File: config.mk
export PLATFORM = sky130hd
export DESIGN_NAME = hsv_divider
export DESIGN_NICKNAME = d
export VERILOG_FILES = /design/src/rtl/core/hsv_divider.sv
export SDC_FILE = /design/constraint.sdc
export NUM_CORES = 1
export LEC_CHECK = 0
export BUFFER_PORTS_ARGS = -buffer_cell sky130_fd_sc_hd__buf_2
export CAP_MARGIN = 20
export CORE_MARGIN = 4
export CORE_UTILIZATION = 58
export DETAILED_ROUTE_END_ITERATION = 10
export PLACE_DENSITY = 0.85
export SLEW_MARGIN = 20
export SYNTH_ARGS = -nofsm -noshare
export SYNTH_HDL_FRONTEND = slang
export SYNTH_SLANG_ARGS = --single-unit
File: constraint.sdc
create_clock -name clk -period 5.7 [get_ports clk]
set_input_delay 0 -clock clk [delete_from_list [all_inputs] [get_ports clk]]
set_output_delay 0 -clock clk [all_outputs]
set_load 0.005 [all_outputs]
File: src/rtl/core/hsv_divider.sv
// Restoring divider, one quotient bit per cycle: q = num / den.
// No dependencies.
module hsv_divider #(
  parameter int NW = 28,
  parameter int DW = 13
) (
  input  logic          clk,
  input  logic          rst_n,
  input  logic          start,
  input  logic [NW-1:0] num,
  input  logic [DW-1:0] den,
  output logic          done_r,
  output logic [NW-1:0] quo_r
);

  localparam int CNTW = $clog2(NW + 1);

  logic [DW:0]     rem_r, rem_nxt, trial;
  logic [NW-1:0]   quo_nxt;
  logic [DW-1:0]   den_r;
  logic [CNTW-1:0] cnt_r, cnt_nxt;
  logic            done_nxt;

  always_comb begin
    rem_nxt  = rem_r;
    quo_nxt  = quo_r;
    cnt_nxt  = cnt_r;
    done_nxt = 1'b0;
    trial    = {rem_r[DW-1:0], quo_r[NW-1]};
    if (start) begin
      rem_nxt = '0;
      quo_nxt = num;
      cnt_nxt = CNTW'(NW);
    end else if (cnt_r != '0) begin
      if (trial >= {1'b0, den_r}) begin
        rem_nxt = trial - {1'b0, den_r};
        quo_nxt = {quo_r[NW-2:0], 1'b1};
      end else begin
        rem_nxt = trial;
        quo_nxt = {quo_r[NW-2:0], 1'b0};
      end
      cnt_nxt = cnt_r - 1'b1;
      done_nxt = (cnt_r == CNTW'(1));
    end
  end

  always_ff @(posedge clk) begin
    if (!rst_n) begin
      cnt_r  <= '0;
      done_r <= 1'b0;
    end else begin
      cnt_r  <= cnt_nxt;
      done_r <= done_nxt;
    end
    rem_r <= rem_nxt;
    quo_r <= quo_nxt;
    if (start) den_r <= den;
  end
endmodule

# Word-level counts from Yosys, hierarchy flattened
# Cells that the tools add are included.
totals:
  regBits: 60
  output_inout_bits: 29
  word_cells: 22
op_classes:
  n_addsub: 2
  magnitude_cmp: 1
  n_eq_ne: 1
  mux: 6
  bitwise_logic: 2
  n_reduce_logical: 4
op_table:
  columns: ["op", "count"]
  rows:
  - ["two-way mux 28 bit", 2]
  - [">= comparator 14 x 13 -> 1 bit", 1]
  - ["two-way mux 13 bit", 1]
  - ["subtractor 13 bit", 1]
  - ["two-way mux 5 bit", 2]
  - ["== test 5 x 1 -> 1 bit, second input constant", 1]
  - ["nonzero test 5 bit", 1]
  - ["subtractor 5 x 1 -> 5 bit, second input constant", 1]
  - ["OR reduction 3 bit", 1]
  - ["NOT 1 bit", 2]
  - ["nonzero test 2 bit", 1]
  - ["OR reduction 2 bit", 1]
  - ["two-way mux 1 bit", 1]

# Logic depth before layout (Yosys ltp)
logic_depth:
  word_depth: 4
  depth_mapped: 13
  ltp_nobuf: 11

# Least setup slack after synthesis
# OpenSTA, ideal clock, no wires.
synth_path:
  path_kind: "flip-flop to flip-flop"
  start: "register quo_r[27]"
  end: "register quo_r[0] (data pin)"
  t_arrival_ns: 2.539
  t_required_ns: 5.440
  slack_ns: 2.901
  stages_incl_launch_ff: 13
  n_path_buf: 2
  synth_period_minus_slack_ns: 2.799
  cell_sequence: "edfxtp_1 -> inv_1 -> ha_1 -> inv_1 -> fa_1 -> a21oi_2 -> o211ai_1 -> a21oi_2 -> a21oi_2 -> or4_1 -> buf_4 -> buf_6 -> mux2_2"
synth_between:
  elab_chain_cells: 4
synth_rtl:
  columns: ["element", "line_no", "rtl"]
  rows:
  - ["start, declared", "13", "output logic [NW-1:0] quo_r"]
  - ["start signal, assigned", "56", "quo_r <= quo_nxt;"]
  - [">= comparator 14 x 13 -> 1 bit", "35", "if (trial >= {1'b0, den_r}) begin"]
  - ["two-way mux 1 bit", "35", null]
  - ["two-way mux 28 bit", "34", "end else if (cnt_r != '0) begin"]
  - ["two-way mux 28 bit", "30", "if (start) begin"]
  - ["net quo_nxt[0]", "19", "logic [NW-1:0] quo_nxt;"]
# The timed path passes the listed nets, and every way through them passes these cells. The select of a mux whose other input is x is not followed.
# A chain may end at the register's enable or synchronous reset.

# Final worst setup path
layout_path:
  start: "register quo_r[27]"
  end: "register rem_r[5]"
layout_between:
  elab_chain_cells: 2
  elab_cells_between_ends: 3
  classes_between: "1 x add/sub; 1 x order compare; 1 x mux"
layout_rtl:
  columns: ["element", "line_no", "rtl"]
  rows:
  - ["subtractor 13 bit or >= comparator 14 x 13 -> 1 bit (tied branches)", "36, 35", null]
  - ["two-way mux 13 bit (*)", "35", null]
  - ["end signal, assigned", "55", "rem_r <= rem_nxt;"]
  - ["end, declared", "18", "logic [DW:0] rem_r, rem_nxt, trial;"]
# Mark *: on every way between the ends. The rest lies on a longest branch, timed or not.

==> flow_summary_export.csv <==
group,metric,value,unit
power_and_ir_drop,irDropWorstVdd,277,µV
sta,post-route-min-period,3240,ps
setup_path,cp_num_buf_inv,2,
synth,ys_seq_area_share,51.5,%
layout,finish.utilization,81.2,%
clock_tree,clkTransAtPathRegs,70,ps
layout,num-fill-cells,302,
sta,worst_pin_slew,837,ps
sta,rsz0062_at_grt,"false",
synth,ys_top_cells_by_area,"edfxtp_1, dfxtp_1, mux2_2",
sta,hold_viol,0,
setup_path,crit_slowest_cell,"or4_1",
detailed_routing,drt_pass1_iterations,4,
clock_tree,cts_setup_buffers,0,
layout,final_nets,443,
sta,max_freq,309,MHz
synth,ys_ff_latch,60,
power_and_ir_drop,leakagePower,1.80,nW
synth,synth-warning-count,0,
layout,layout-drive-gt1-share,32.5,%
run_status,status,"finished clean",
die,io_pins,73,
setup_path,crit_required,5940,ps
setup_path,startpoint_type,"flip-flop",
setup_path,critPathTopFamily,"compound AO/OA/AOI/OAI gates",
clock_tree,cts_made_buffers,9,
placement,port_buffers,72,
clock_tree,cts.sinks,60,
layout,antenna_cells,0,
detailed_routing,drtAntennaViolNets,0,
detailed_routing,vias_per_cell,5.57,
hold_path,hold_class,"primary input to flip-flop",
die,die_y,81.4,µm
clock_tree,htreeDepth,3,
synth,yosysTopAreaCell,"edfxtp_1",
sta,setup_viol,0,
setup_path,worstPathArrival,3480,ps
clock_tree,clk_latency,350,ps
detailed_routing,num_vias,2553,
setup_path,path_class,"flip-flop to flip-flop",
detailed_routing,drcViolationCount,0,
setup_path,endpoint_kind,"flip-flop",
power_and_ir_drop,p_per_area,428,nW/µm²
synth,synth.top_cell.area_share,39.4,%
setup_path,crit_fanout,13,
die,start_util,60.4,%
synth,syn-num-nets,326,
sta,drv_slew,0,
sta,slew_headroom,44.1,%
clock_tree,root_buffer,"clkbuf_8",
clock_tree,clockBufferDepth,2,
power_and_ir_drop,p_total,1.80,mW
synth,synthCells,266,
clock_tree,cts.repair.resized,0,
setup_path,cp_cell_sequence,"inv_1 > ha_1 > inv_1 > fa_1 > a21oi_2 > o211ai_1 > a21oi_2 > a21oi_2 > or4_1 > mux2i_1 > a211oi_1",
global_route,track_usage,26.6,%
layout,area_delta_synth_final,34.3,%
layout,multi_input_area,1390,µm²
die,die_x,81.4,µm
die,rows,26,
global_route,antenna_found_initial,0,
placement,dp_hpwl,4500,µm
detailed_routing,wl,8090,µm
layout,mostFrequentLayoutCell,"buf_2",
synth,syn_area,3130,µm²
synth,ys_types,46,
synth,avgSynthCellArea,11.8,µm²
setup_path,cpPeakStageDelay,740,ps
setup_path,worst_path_most_repeated_cell,"a21oi_2",
sta,fin_crit_sh,56.9,%
die,design.core.area,5170,µm²
placement,gp_congestion,0.841,
global_route,grt_pass1_vias,2686,
detailed_routing,dr.first_iter.drc_count,127,
sta,skew,12.5,ps
global_route,grt_overflow,0,
global_route,grt_pass1_wl,12800,µm
sta,setup_tns,0,ps
layout,final_cell_mix,"buf_2, dlygate4sd3_1, edfxtp_1",
job,maxCapViolCount,0,
global_route,grt_max_degree,62,
clock_tree,cts_tree,"yes",
layout,seqCellArea,1610,µm²
die,fp.dieArea,6630,µm²
detailed_routing,avgRoutedWirePerCell,17.7,µm
cell families (layout without fill, tap and decap cells):
group	count (synthesis)	in the layout	synth area share [%]
DFF	60	60	51.5
adders and majority gates	16	16	6.64
xor gates and xnor gates	10	10	2.80
AOI/OAI and AO/OA	47	47	11.0
and+or+nand+nor	66	66	11.1
buffers and inverters	30	152	3.96
muxes	37	37	13.0
worst register-to-register path: stages, from the launching register on:
cell	delay (ps)
edfxtp_1	400
inv_1	80
ha_1	180
inv_1	60
fa_1	420
a21oi_2	230
o211ai_1	190
a21oi_2	230
a21oi_2	80
or4_1	740
mux2i_1	230
a211oi_1	300
cell type report:
class	instances	area share (%)
Clock inverter	7	2.71
Tap cell	70	2.09
Multi-Input combinational cell	176	33.1
Timing Repair Buffer	116	19.0
Inverter	20	1.79
Clock buffer	9	2.95
Sequential cell	60	38.4
report_power, final:
part           internal [mW]  switching (mW)  leakage (nW)  total, mW
sequential             0.566          0.0662         0.577      0.633
combinational          0.316           0.384          1.10      0.700
clock                  0.289           0.178         0.115      0.466
total                   1.17           0.628          1.80       1.80
cells in the mapped netlist, drive strengths merged:
cell type,n
mux2i,9
and2,2
nand4,1
mux2,28
a211oi,11
or4,2
or3b,1
o21ai,5
or3,1
nor2,21
nand2,7
a311oi,2
nand3b,1
xor2,1
a21o,2
nor3b,2
edfxtp,41
fa,1
o21bai,2
o221ai,1
clkbuf,7
dfxtp,19
a2111oi,3
buf,3
nor2b,3
o211ai,2
a21oi,16
nor4,3
inv,20
nor3,12
nand4b,1
o21a,1
a21boi,2
xnor2,9
nand3,3
nand2b,6
ha,15
registers in the layout, summed over array words and instances (netlist names):
signal  flops
rem_r      13
done_r      1
cnt_r       5
den_r      13
quo_r      28
stage by stage:
step                      setup slack [ps]  std cells  hold WS [ps]  cell area (µm²)
after floorplan                       2900        266          98.9             3130
after global placement                2690        400           177             3540
after detailed placement              2580        400           179             3540
after CTS                             2560        458           337             4200
after global routing                  2260        458           361             4200
final                                 2460        458           335             4200
final timing paths:
path / depth (start not counted) / to / startpoint / slack [ps]
max reg2reg: 11 / rem_r[5] / quo_r[27] / 2460
min reg2reg: 2 / cnt_r[1] / cnt_r[1] / 520
max: 11 / rem_r[5] / quo_r[27] / 2460
min: 2 / den_r[7] / start / 330
timing repair:
| item | 4_1_cts | 5_1_grt |
|---|---|---|
| endpoints found under the hold margin | 46 | 0 |
| hold buffers | 42 | 0 |
| setup endpoints to repair | 0 | 0 |
routing by layer:
metal  vias up  GRT usage, %  routed length, µm
met1      1182          28.5               2980
met4         0          15.9                393
met3        35          10.3                659
met5         -             0                  0
li1       1214             -                  -
met2       122          44.4               4060
(Power assumes the default switching activity.)
