File: src/rtl/core/hsv_pkg.sv
// Package for the half sphere vertex generator: constants, types, CORDIC table.
// No dependencies.
package hsv_pkg;

  localparam int MAX_SECTORS_DEF = 1024;
  localparam int MAX_STACKS_DEF  = 1024;
  localparam int CORDIC_STEPS    = 15;
  localparam int CW              = 34;   // CORDIC datapath width
  localparam logic signed [CW-1:0] CORDIC_START = 34'sd652032874;

  // Register byte addresses
  localparam logic [3:0] ADDR_RADIUS = 4'd0;
  localparam logic [3:0] ADDR_SECTOR = 4'd4;
  localparam logic [3:0] ADDR_STACK  = 4'd8;

  typedef enum logic [2:0] {
    ST_IDLE, ST_DIV, ST_CORDIC, ST_MUL1, ST_MUL2, ST_OUT
  } state_t;

  // data carried from one CORDIC cell to the next
  typedef struct packed {
    logic signed [CW-1:0] x;
    logic signed [CW-1:0] y;
    logic signed [17:0]   z;
    logic                 flip;
  } cordic_t;

  function automatic logic signed [17:0] atan_turn(input int i);
    logic signed [17:0] r;
    begin
      unique case (i)
        0: r = 18'sd8192;  1: r = 18'sd4836; 2: r = 18'sd2555; 3: r = 18'sd1297;
        4: r = 18'sd651;   5: r = 18'sd326;  6: r = 18'sd163;  7: r = 18'sd81;
        8: r = 18'sd41;    9: r = 18'sd20;   10: r = 18'sd10;  11: r = 18'sd5;
        12: r = 18'sd3;    default: r = 18'sd1;
      endcase
      return r;
    end
  endfunction

  // round to Q1.15 with saturation
  function automatic logic signed [16:0] to_q15(input logic signed [CW-1:0] v);
    logic signed [CW-1:0] t;
    logic signed [CW-16:0] s;
    begin
      t = v + 34'sd16384;
      s = t[CW-1:15];
      if (s > 19'sd32767) return 17'sd32767;
      else if (s < -19'sd32768) return -17'sd32768;
      else return s[16:0];
    end
  endfunction

endpackage

File: src/rtl/core/hsv_cordic_cell.sv
// One CORDIC rotation cell; fixed iteration index I.
// Depends on hsv_pkg.
module hsv_cordic_cell #(
  parameter int I = 0
) (
  input  logic             clk,
  input  hsv_pkg::cordic_t d_in,
  output hsv_pkg::cordic_t d_out_r
);
  import hsv_pkg::*;

  cordic_t d_nxt;
  logic signed [CW-1:0] dx, dy;

  // one micro-rotation toward z = 0
  always_comb begin
    dx = d_in.y >>> I;
    dy = d_in.x >>> I;
    d_nxt = d_in;
    if (!d_in.z[17]) begin
      d_nxt.x = d_in.x - dx;
      d_nxt.y = d_in.y + dy;
      d_nxt.z = d_in.z - atan_turn(I);
    end else begin
      d_nxt.x = d_in.x + dx;
      d_nxt.y = d_in.y - dy;
      d_nxt.z = d_in.z + atan_turn(I);
    end
  end

  always_ff @(posedge clk) begin
    d_out_r <= d_nxt;
  end
endmodule

File: src/rtl/core/hsv_cordic_chain.sv
// Chain of CORDIC cells: angle in through a head register, rounded Q1.15 sine and
// cosine out after one register per cell. Depends on hsv_pkg and hsv_cordic_cell.
module hsv_cordic_chain (
  input  logic               clk,
  input  logic [15:0]        turn,
  output logic signed [16:0] sin_q,
  output logic signed [16:0] cos_q
);
  import hsv_pkg::*;

  cordic_t stage [CORDIC_STEPS+1];
  cordic_t head_nxt;
  logic [15:0] a;

  // quadrant fold into [-pi/2, pi/2)
  always_comb begin
    a = turn;
    head_nxt.flip = 1'b0;
    if (turn >= 16'h4000 && turn < 16'hC000) begin
      a = turn - 16'h8000;
      head_nxt.flip = 1'b1;
    end
    head_nxt.x = CORDIC_START;
    head_nxt.y = '0;
    head_nxt.z = {{2{a[15]}}, a};
  end

  always_ff @(posedge clk) begin
    stage[0] <= head_nxt;
  end

  for (genvar g = 0; g < CORDIC_STEPS; g++) begin : g_cell
    hsv_cordic_cell #(.I(g)) u_cell (
      .clk    (clk),
      .d_in   (stage[g]),
      .d_out_r(stage[g+1])
    );
  end

  always_comb begin
    if (stage[CORDIC_STEPS].flip) begin
      cos_q = to_q15(-stage[CORDIC_STEPS].x);
      sin_q = to_q15(-stage[CORDIC_STEPS].y);
    end else begin
      cos_q = to_q15(stage[CORDIC_STEPS].x);
      sin_q = to_q15(stage[CORDIC_STEPS].y);
    end
  end
endmodule

File: config.mk
export PLATFORM = sky130hd
export DESIGN_NAME = hsv_cordic_chain
export DESIGN_NICKNAME = d
export VERILOG_FILES = /design/src/rtl/core/hsv_pkg.sv /design/src/rtl/core/hsv_cordic_cell.sv /design/src/rtl/core/hsv_cordic_chain.sv
export SDC_FILE = /design/constraint.sdc
export NUM_CORES = 2
export LEC_CHECK = 0
export BUFFER_PORTS_ARGS = -buffer_cell sky130_fd_sc_hd__buf_2
export CAP_MARGIN = 0
export CORE_MARGIN = 1.5
export CORE_UTILIZATION = 51
export DETAILED_ROUTE_END_ITERATION = 8
export GPL_TIMING_DRIVEN = 0
export HOLD_SLACK_MARGIN = 0.06
export PLACE_DENSITY = 0.72
export SLEW_MARGIN = 20
export SYNTH_ARGS = -nofsm -noshare
export SYNTH_HDL_FRONTEND = slang
export SYNTH_SLANG_ARGS = --single-unit
export TNS_END_PERCENT = 50
File: constraint.sdc
create_clock -name clk -period 5.13 [get_ports clk]
set_clock_uncertainty 0.15 [all_clocks]
set_input_delay 1.026 -clock clk [delete_from_list [all_inputs] [get_ports clk]]
set_output_delay 1.026 -clock clk [all_outputs]
set_load 0.05 [all_outputs]
### After elaboration in Yosys (flattened, before gate mapping)

Cells that the tools add are included.

| word-level totals | value |
|---|---|
| bits in registers | 1,300 |
| latch bits | 0 |
| RAM bits | 0 |
| bits in read-only memories | 0 |
| output and inout port bits | 34 |
| memories kept | 0 |

| operators by class | value |
|---|---|
| $add $sub $neg | 93 |
| multipliers | 0 |
| div/mod/pow operators | 0 |
| order comparisons | 10 |
| equality and inequality tests | 0 |
| shifts and indexed selects | 0 |
| mux-type cells | 27 |
| bitwise logic cells | 0 |
| reductions and logical operators | 1 |

Operators by type and width:

| kind | number |
|---|---|
| two-way mux 86 bit | 14 |
| two-way mux 17 bit | 10 |
| adder 34 x 16 -> 34 bit, second input constant | 4 |
| adder 34 x 30 -> 34 bit | 3 |
| subtractor 34 x 30 -> 34 bit | 3 |
| greater-than comparator 19 x 16 -> 1 bit, second input constant | 4 |
| less-than comparator 19 x 16 -> 1 bit, second input constant | 4 |
| adder 34 x 20 -> 34 bit | 2 |
| adder 34 x 21 -> 34 bit | 2 |
| adder 34 x 22 -> 34 bit | 2 |
| adder 34 x 23 -> 34 bit | 2 |
| adder 34 x 24 -> 34 bit | 2 |
| adder 34 x 25 -> 34 bit | 2 |
| adder 34 x 26 -> 34 bit | 2 |
| adder 34 x 27 -> 34 bit | 2 |
| adder 34 x 28 -> 34 bit | 2 |
| adder 34 x 29 -> 34 bit | 2 |
| adder 34 x 31 -> 34 bit | 2 |
| adder 34 x 32 -> 34 bit | 2 |
| negation 34 bit | 2 |
| subtractor 34 x 20 -> 34 bit | 2 |
| subtractor 34 x 21 -> 34 bit | 2 |
| subtractor 34 x 22 -> 34 bit | 2 |
| subtractor 34 x 23 -> 34 bit | 2 |
| other kinds (45) | 55 |

### Longest topological paths before layout

| logic depth | value |
|---|---|
| word-level depth | 6 |
| gate-level depth with buffers | 22 |
| gate-level depth less buffers | 22 |

### Cells and area by module

Synthesis repeated with hierarchy kept, for this count alone.

| second synthesis, totals | value |
|---|---|
| cells, all modules | 13,539 |
| area total of the unflattened synthesis | 110,657.4 sq um |

Modules (own cells, without submodules):

| module | times used | cells an instance | area an instance (sq um) |
|---|---|---|---|
| hsv_cordic_cell at g_cell[12].u_cell | 1 | 940 | 7,462.2 |
| hsv_cordic_cell at g_cell[2].u_cell | 1 | 903 | 7,385.8 |
| hsv_cordic_cell at g_cell[5].u_cell | 1 | 911 | 7,379.6 |
| hsv_cordic_cell at g_cell[0].u_cell | 1 | 939 | 7,364.6 |
| hsv_cordic_cell at g_cell[6].u_cell | 1 | 897 | 7,332.0 |
| hsv_cordic_cell at g_cell[7].u_cell | 1 | 905 | 7,284.5 |
| hsv_cordic_cell at g_cell[8].u_cell | 1 | 874 | 7,278.2 |
| hsv_cordic_cell at g_cell[1].u_cell | 1 | 868 | 7,190.6 |
| hsv_cordic_cell at g_cell[10].u_cell | 1 | 873 | 7,189.4 |
| hsv_cordic_cell at g_cell[3].u_cell | 1 | 842 | 7,098.1 |
| hsv_cordic_cell at g_cell[11].u_cell | 1 | 841 | 7,029.2 |
| hsv_cordic_cell at g_cell[13].u_cell | 1 | 853 | 6,986.7 |
| hsv_cordic_cell at g_cell[4].u_cell | 1 | 831 | 6,979.2 |
| hsv_cordic_cell at g_cell[9].u_cell | 1 | 825 | 6,961.7 |
| +2 rows | -- | -- | -- |

### Worst setup path before layout

Ideal clock, no wire load.

| timing path | value |
|---|---|
| path type | reg-to-output |
| start point | register g_cell[14].u_cell.d_out_r[54] in the netlist's numbering |
| end point | output cos_q[0] |
| arrival | 3.557 ns |
| data required time | 3.954 ns |
| setup slack | 0.397 ns |
| stages on the path, launching flop included | 13 |
| path through | dfxtp_1 -> nor4_1 -> a41oi_1 -> or3_1 -> nor2_1 -> nand2_1 -> o21ai_1 -> o21ai_1 -> nor2_1 -> a21oi_1 -> o211a_2 -> clkbuf_1 -> a211oi_1 |

| between the ends | value |
|---|---|
| cells in the longest elaborated chain, start to end | 6 |
| elaborated cells on any way between the ends | 12 |
| classes of those cells | add/sub: 3; order compare: 4; mux: 5 |

RTL lines:

| element | RTL line | RTL |
|---|---|---|
| from (decl) | hsv_cordic_cell.sv:8 | `output hsv_pkg::cordic_t d_out_r` |
| from (signal assigned) | hsv_cordic_cell.sv:32 | `d_out_r <= d_nxt;` |
| negation 34 bit | hsv_cordic_chain.sv:42 | `cos_q = to_q15(-stage[CORDIC_STEPS].x);` |
| adder 34 x 16 -> 34 bit | hsv_pkg.sv:46 | `t = v + 34'sd16384;` |
| less-than comparator 19 x 16 -> 1 bit | hsv_pkg.sv:49 | `else if (s < -19'sd32768) return -17'sd32768;` |
| two-way mux 17 bit | hsv_pkg.sv:49 |  |
| two-way mux 17 bit | hsv_pkg.sv:48 | `if (s > 19'sd32767) return 17'sd32767;` |
| two-way mux 17 bit * | hsv_cordic_chain.sv:41 | `if (stage[CORDIC_STEPS].flip) begin` |
| to (decl) | hsv_cordic_chain.sv:7 | `output logic signed [16:0] cos_q` |

Mark *: on every way between the ends. The rest lies on a longest branch, timed or not.

==> flow_metrics.tcl <==
set metrics [dict create \
    path_max_fanout 10 \
    initial_core_util_pct 51.2 \
    io_buffers 50 \
    routed_wl_mm 254 \
    synth.avg_cell_area_um2 8.39 \
    cts_hold_buf 0 \
    hold_violations 0 \
    core_area_um2 174000 \
    syn-num-nets 11800 \
    drc_errors 0 \
    critPathMaxStageDelay_ns 0.62 \
    gp_routability_congestion 0.971 \
    netlist_instances 10600 \
    slew_headroom_pct 26.1 \
    crit_path_end_kind "flop" \
    cts_buffers 138 \
    final.min_clock_period_ns 5.03 \
    syn_area_um2 89000 \
    drt_iter0_drc 5568 \
    insertion_delay_ns 0.80 \
    crit_slowest_cell "dfxtp_1" \
    worstMarginPinSlew_ns 1.11 \
    ys_async_sr_fraction_pct 0 \
    cts_tree "built" \
    rsz0062_at_grt "yes" \
    cap_violations 0 \
    top_level_ports 51 \
    fmax_ghz 0.199 \
    syn_to_final_growth_pct 10.4 \
    gr-total-overflow 0 \
    grt_max_degree 24 \
    yosysSeqAreaShare_pct 26.9 \
    worstPathRequired_ns 5.68 \
    worstSetupStartpointType "flop" \
    row_count 153 \
    outcome "complete, no violations" \
    report.final.slew_viol_count 0 \
    hold_class "flop to flop" \
    path_clk_slew_ns 0.06 \
    via_count 76800 \
    yosys_warnings 0 \
    cts.sinks 1196 \
    clockBufferDepth 3 \
    dr.pass1.iters 6 \
    cp.arrival_ns 5.57 \
    dieArea_um2 177000 \
    root_buffer "clkbuf_16" \
    ys_ff_latch 1196 \
    synth_ff_type "dfxtp_1" \
    die_h_um 421 \
    yosysUniqueCellTypes 98 \
    layout-drive-gt1-share_pct 5.53 \
    grt_pass1_wl_mm 397 \
    final_core_util_pct 56.6 \
    multi_input_area_um2 63400 \
    htree_levels 4 \
    seqCellArea_um2 24000 \
    ant_nets 0 \
    wl_per_cell_um 19.2 \
    final_nets 12000 \
    critPathKind "flop to flop" \
    synth_edf_count 0 \
    grt_usage_pct 27.9 \
    period_share_pct 98.0 \
    grt_pass1_vias 73800 \
    antenna_found_initial 6 \
    viasPerCell 5.80 \
    die_x_um 421 \
    setup_violations 0 \
    cp_cell_sequence "clkbuf_2, clkbuf_2, mux2_2, fa_1, a21o_1, a21oi_2, o21ai_1, a2111oi_2, o31ai_1, a221o_1, o31a_1, o41ai_2, o21ai_1, a21oi_1, xnor2_1" \
    fillers 15800 \
    detailed_place_hpwl_mm 206 \
]
## state kept, by name, indices dropped and copies added (netlist names)
signal and flops:
g_cell.u_cell.d_out_r 1179, stage 17
## worst max-delay path, delay by kind of cell (launching register included)
kind            cells  cell delay [ns]
fa+ha+maj           1             0.43
buf+inv             2             0.59
mux                 1             0.42
compound gates     10             2.57
flops               1             0.62
xor+xnor            1             0.16
## per-stage QoR
stage | instance area [um2] | std cells | worst slack, ns | hold slack [ns] | setup TNS (ns)
6_report | 98200 | 13200 | 0.104 | 0.164 | 0
3_5_place_dp | 92100 | 13000 | -0.920 | 0.164 | -32.51
5_1_grt | 98200 | 13200 | -0.0850 | 0.143 | -0.414
2_1_floorplan | 89000 | 10600 | 0.397 | 0.160 | 0
4_1_cts | 97400 | 13200 | -0.110 | 0.131 | -0.113
3_3_place_gp | 92100 | 13000 | -0.972 | 0.160 | -30.83
## layout make-up
class	instances	area share, %
tap	2325	2.96
multi-input combinational	8718	64.5
timing repair buffer	66	0.462
inverter	513	1.98
clock inverter	73	1.05
sequential	1196	24.4
clock buffer	180	3.88
antenna	3	0.00764
buffer	164	0.740
timing repair inverter	3	0.0153
## placed cells by master (no fill, tap or decap), drive strengths merged, types with 93 or more instances in the layout
| cell | netlist | final |
|---|---|---|
| a21oi | 1137 | 1137 |
| a31oi | 108 | 108 |
| o21bai | 140 | 140 |
| nand2b | 167 | 167 |
| dfxtp | 1196 | 1196 |
| clkbuf | 135 | 317 |
| nor4 | 94 | 94 |
| a21o | 450 | 450 |
| nand2 | 490 | 490 |
| xnor2 | 1029 | 1029 |
| nor2 | 1021 | 1021 |
| buf | 43 | 93 |
| nor3 | 329 | 329 |
| ha | 1099 | 1099 |
| xor2 | 558 | 558 |
| nor2b | 141 | 141 |
| o21ai | 479 | 479 |
| nand3 | 174 | 174 |
| o21a | 169 | 169 |
| inv | 511 | 524 |
## what timing repair did
action                                  in CTS  in global routing
resized for setup                          114                197
cloned                                       0                  3
setup buffers                                5                 11
endpoints found under the setup margin     165                142
pin swaps                                    2                 14
## logic make-up (layout without fill, tap and decap cells)
| family | count (synthesis) | count (layout) | synth area share, % |
|---|---|---|---|
| muxes | 93 | 93 | 1.11 |
| and+or+nand+nor | 2863 | 2863 | 15.5 |
| AOI/OAI and AO/OA | 3034 | 3034 | 21.5 |
| DFF | 1196 | 1196 | 26.9 |
| buffers and inverters | 691 | 999 | 2.93 |
| adders and majority gates | 1140 | 1140 | 16.4 |
| other | 1 | 4 | 0.00421 |
| xor gates and xnor gates | 1587 | 1587 | 15.6 |
## layer usage
metal / share of wire [%] / global-route usage (%)
met4: 4.2 / 11.6
met5: 0.0043 / 0
met1: 43 / 34.6
met3: 5.0 / 3.46
met2: 48 / 48.6
## Yosys cell counts, drive strengths merged (16+ instances only)
library cell	number	share of area, %
a31o	24	0.24
a21boi	61	0.51
xor2	558	5.5
clkbuf	135	0.57
o41ai	41	0.41
nand2b	167	1.2
nor2b	141	0.99
a211o	16	0.16
and2	68	0.48
nor2	1021	4.3
a31oi	108	0.76
o31a	39	0.38
a2bb2oi	19	0.19
a21oi	1137	6.4
dfxtp	1196	27
nor3b	26	0.23
nor4	94	0.69
o31ai	37	0.31
xnor2	1029	10
and4	22	0.22
o21a	169	1.4
mux2	43	0.54
o211ai	49	0.41
inv	511	2.2
and3	90	0.63
mux2i	50	0.56
a211oi	75	0.63
o21bai	140	1.2
ha	1099	15
o21ai	479	2.7
or2	29	0.20
a21o	450	3.8
nand4	55	0.39
or4	20	0.17
nand3	174	0.98
or3	74	0.52
nand3b	17	0.14
nor3	329	1.9
a221oi	21	0.21
fa	41	0.92
nand2	490	2.1
o2111ai	19	0.19
buf	43	0.20
## path summary, 6_finish.rpt
check,cells after the start,startpoint,to,slack (ns)
setup / recovery,15,g_cell[13].u_cell.d_out_r[18]$_DFF_P_,g_cell[14].u_cell.d_out_r[85]$_DFF_P_,0.10
hold / removal,0,stage[1305]$_DFF_P_,g_cell[0].u_cell.d_out_r[0]$_DFF_P_,0.16
setup reg to reg,15,g_cell[13].u_cell.d_out_r[18]$_DFF_P_,g_cell[14].u_cell.d_out_r[85]$_DFF_P_,0.10
hold reg to reg,0,stage[1305]$_DFF_P_,g_cell[0].u_cell.d_out_r[0]$_DFF_P_,0.16
Power is not shown: default switching activity piles up to over one toggle a cycle in this logic, so the estimate is an artifact.
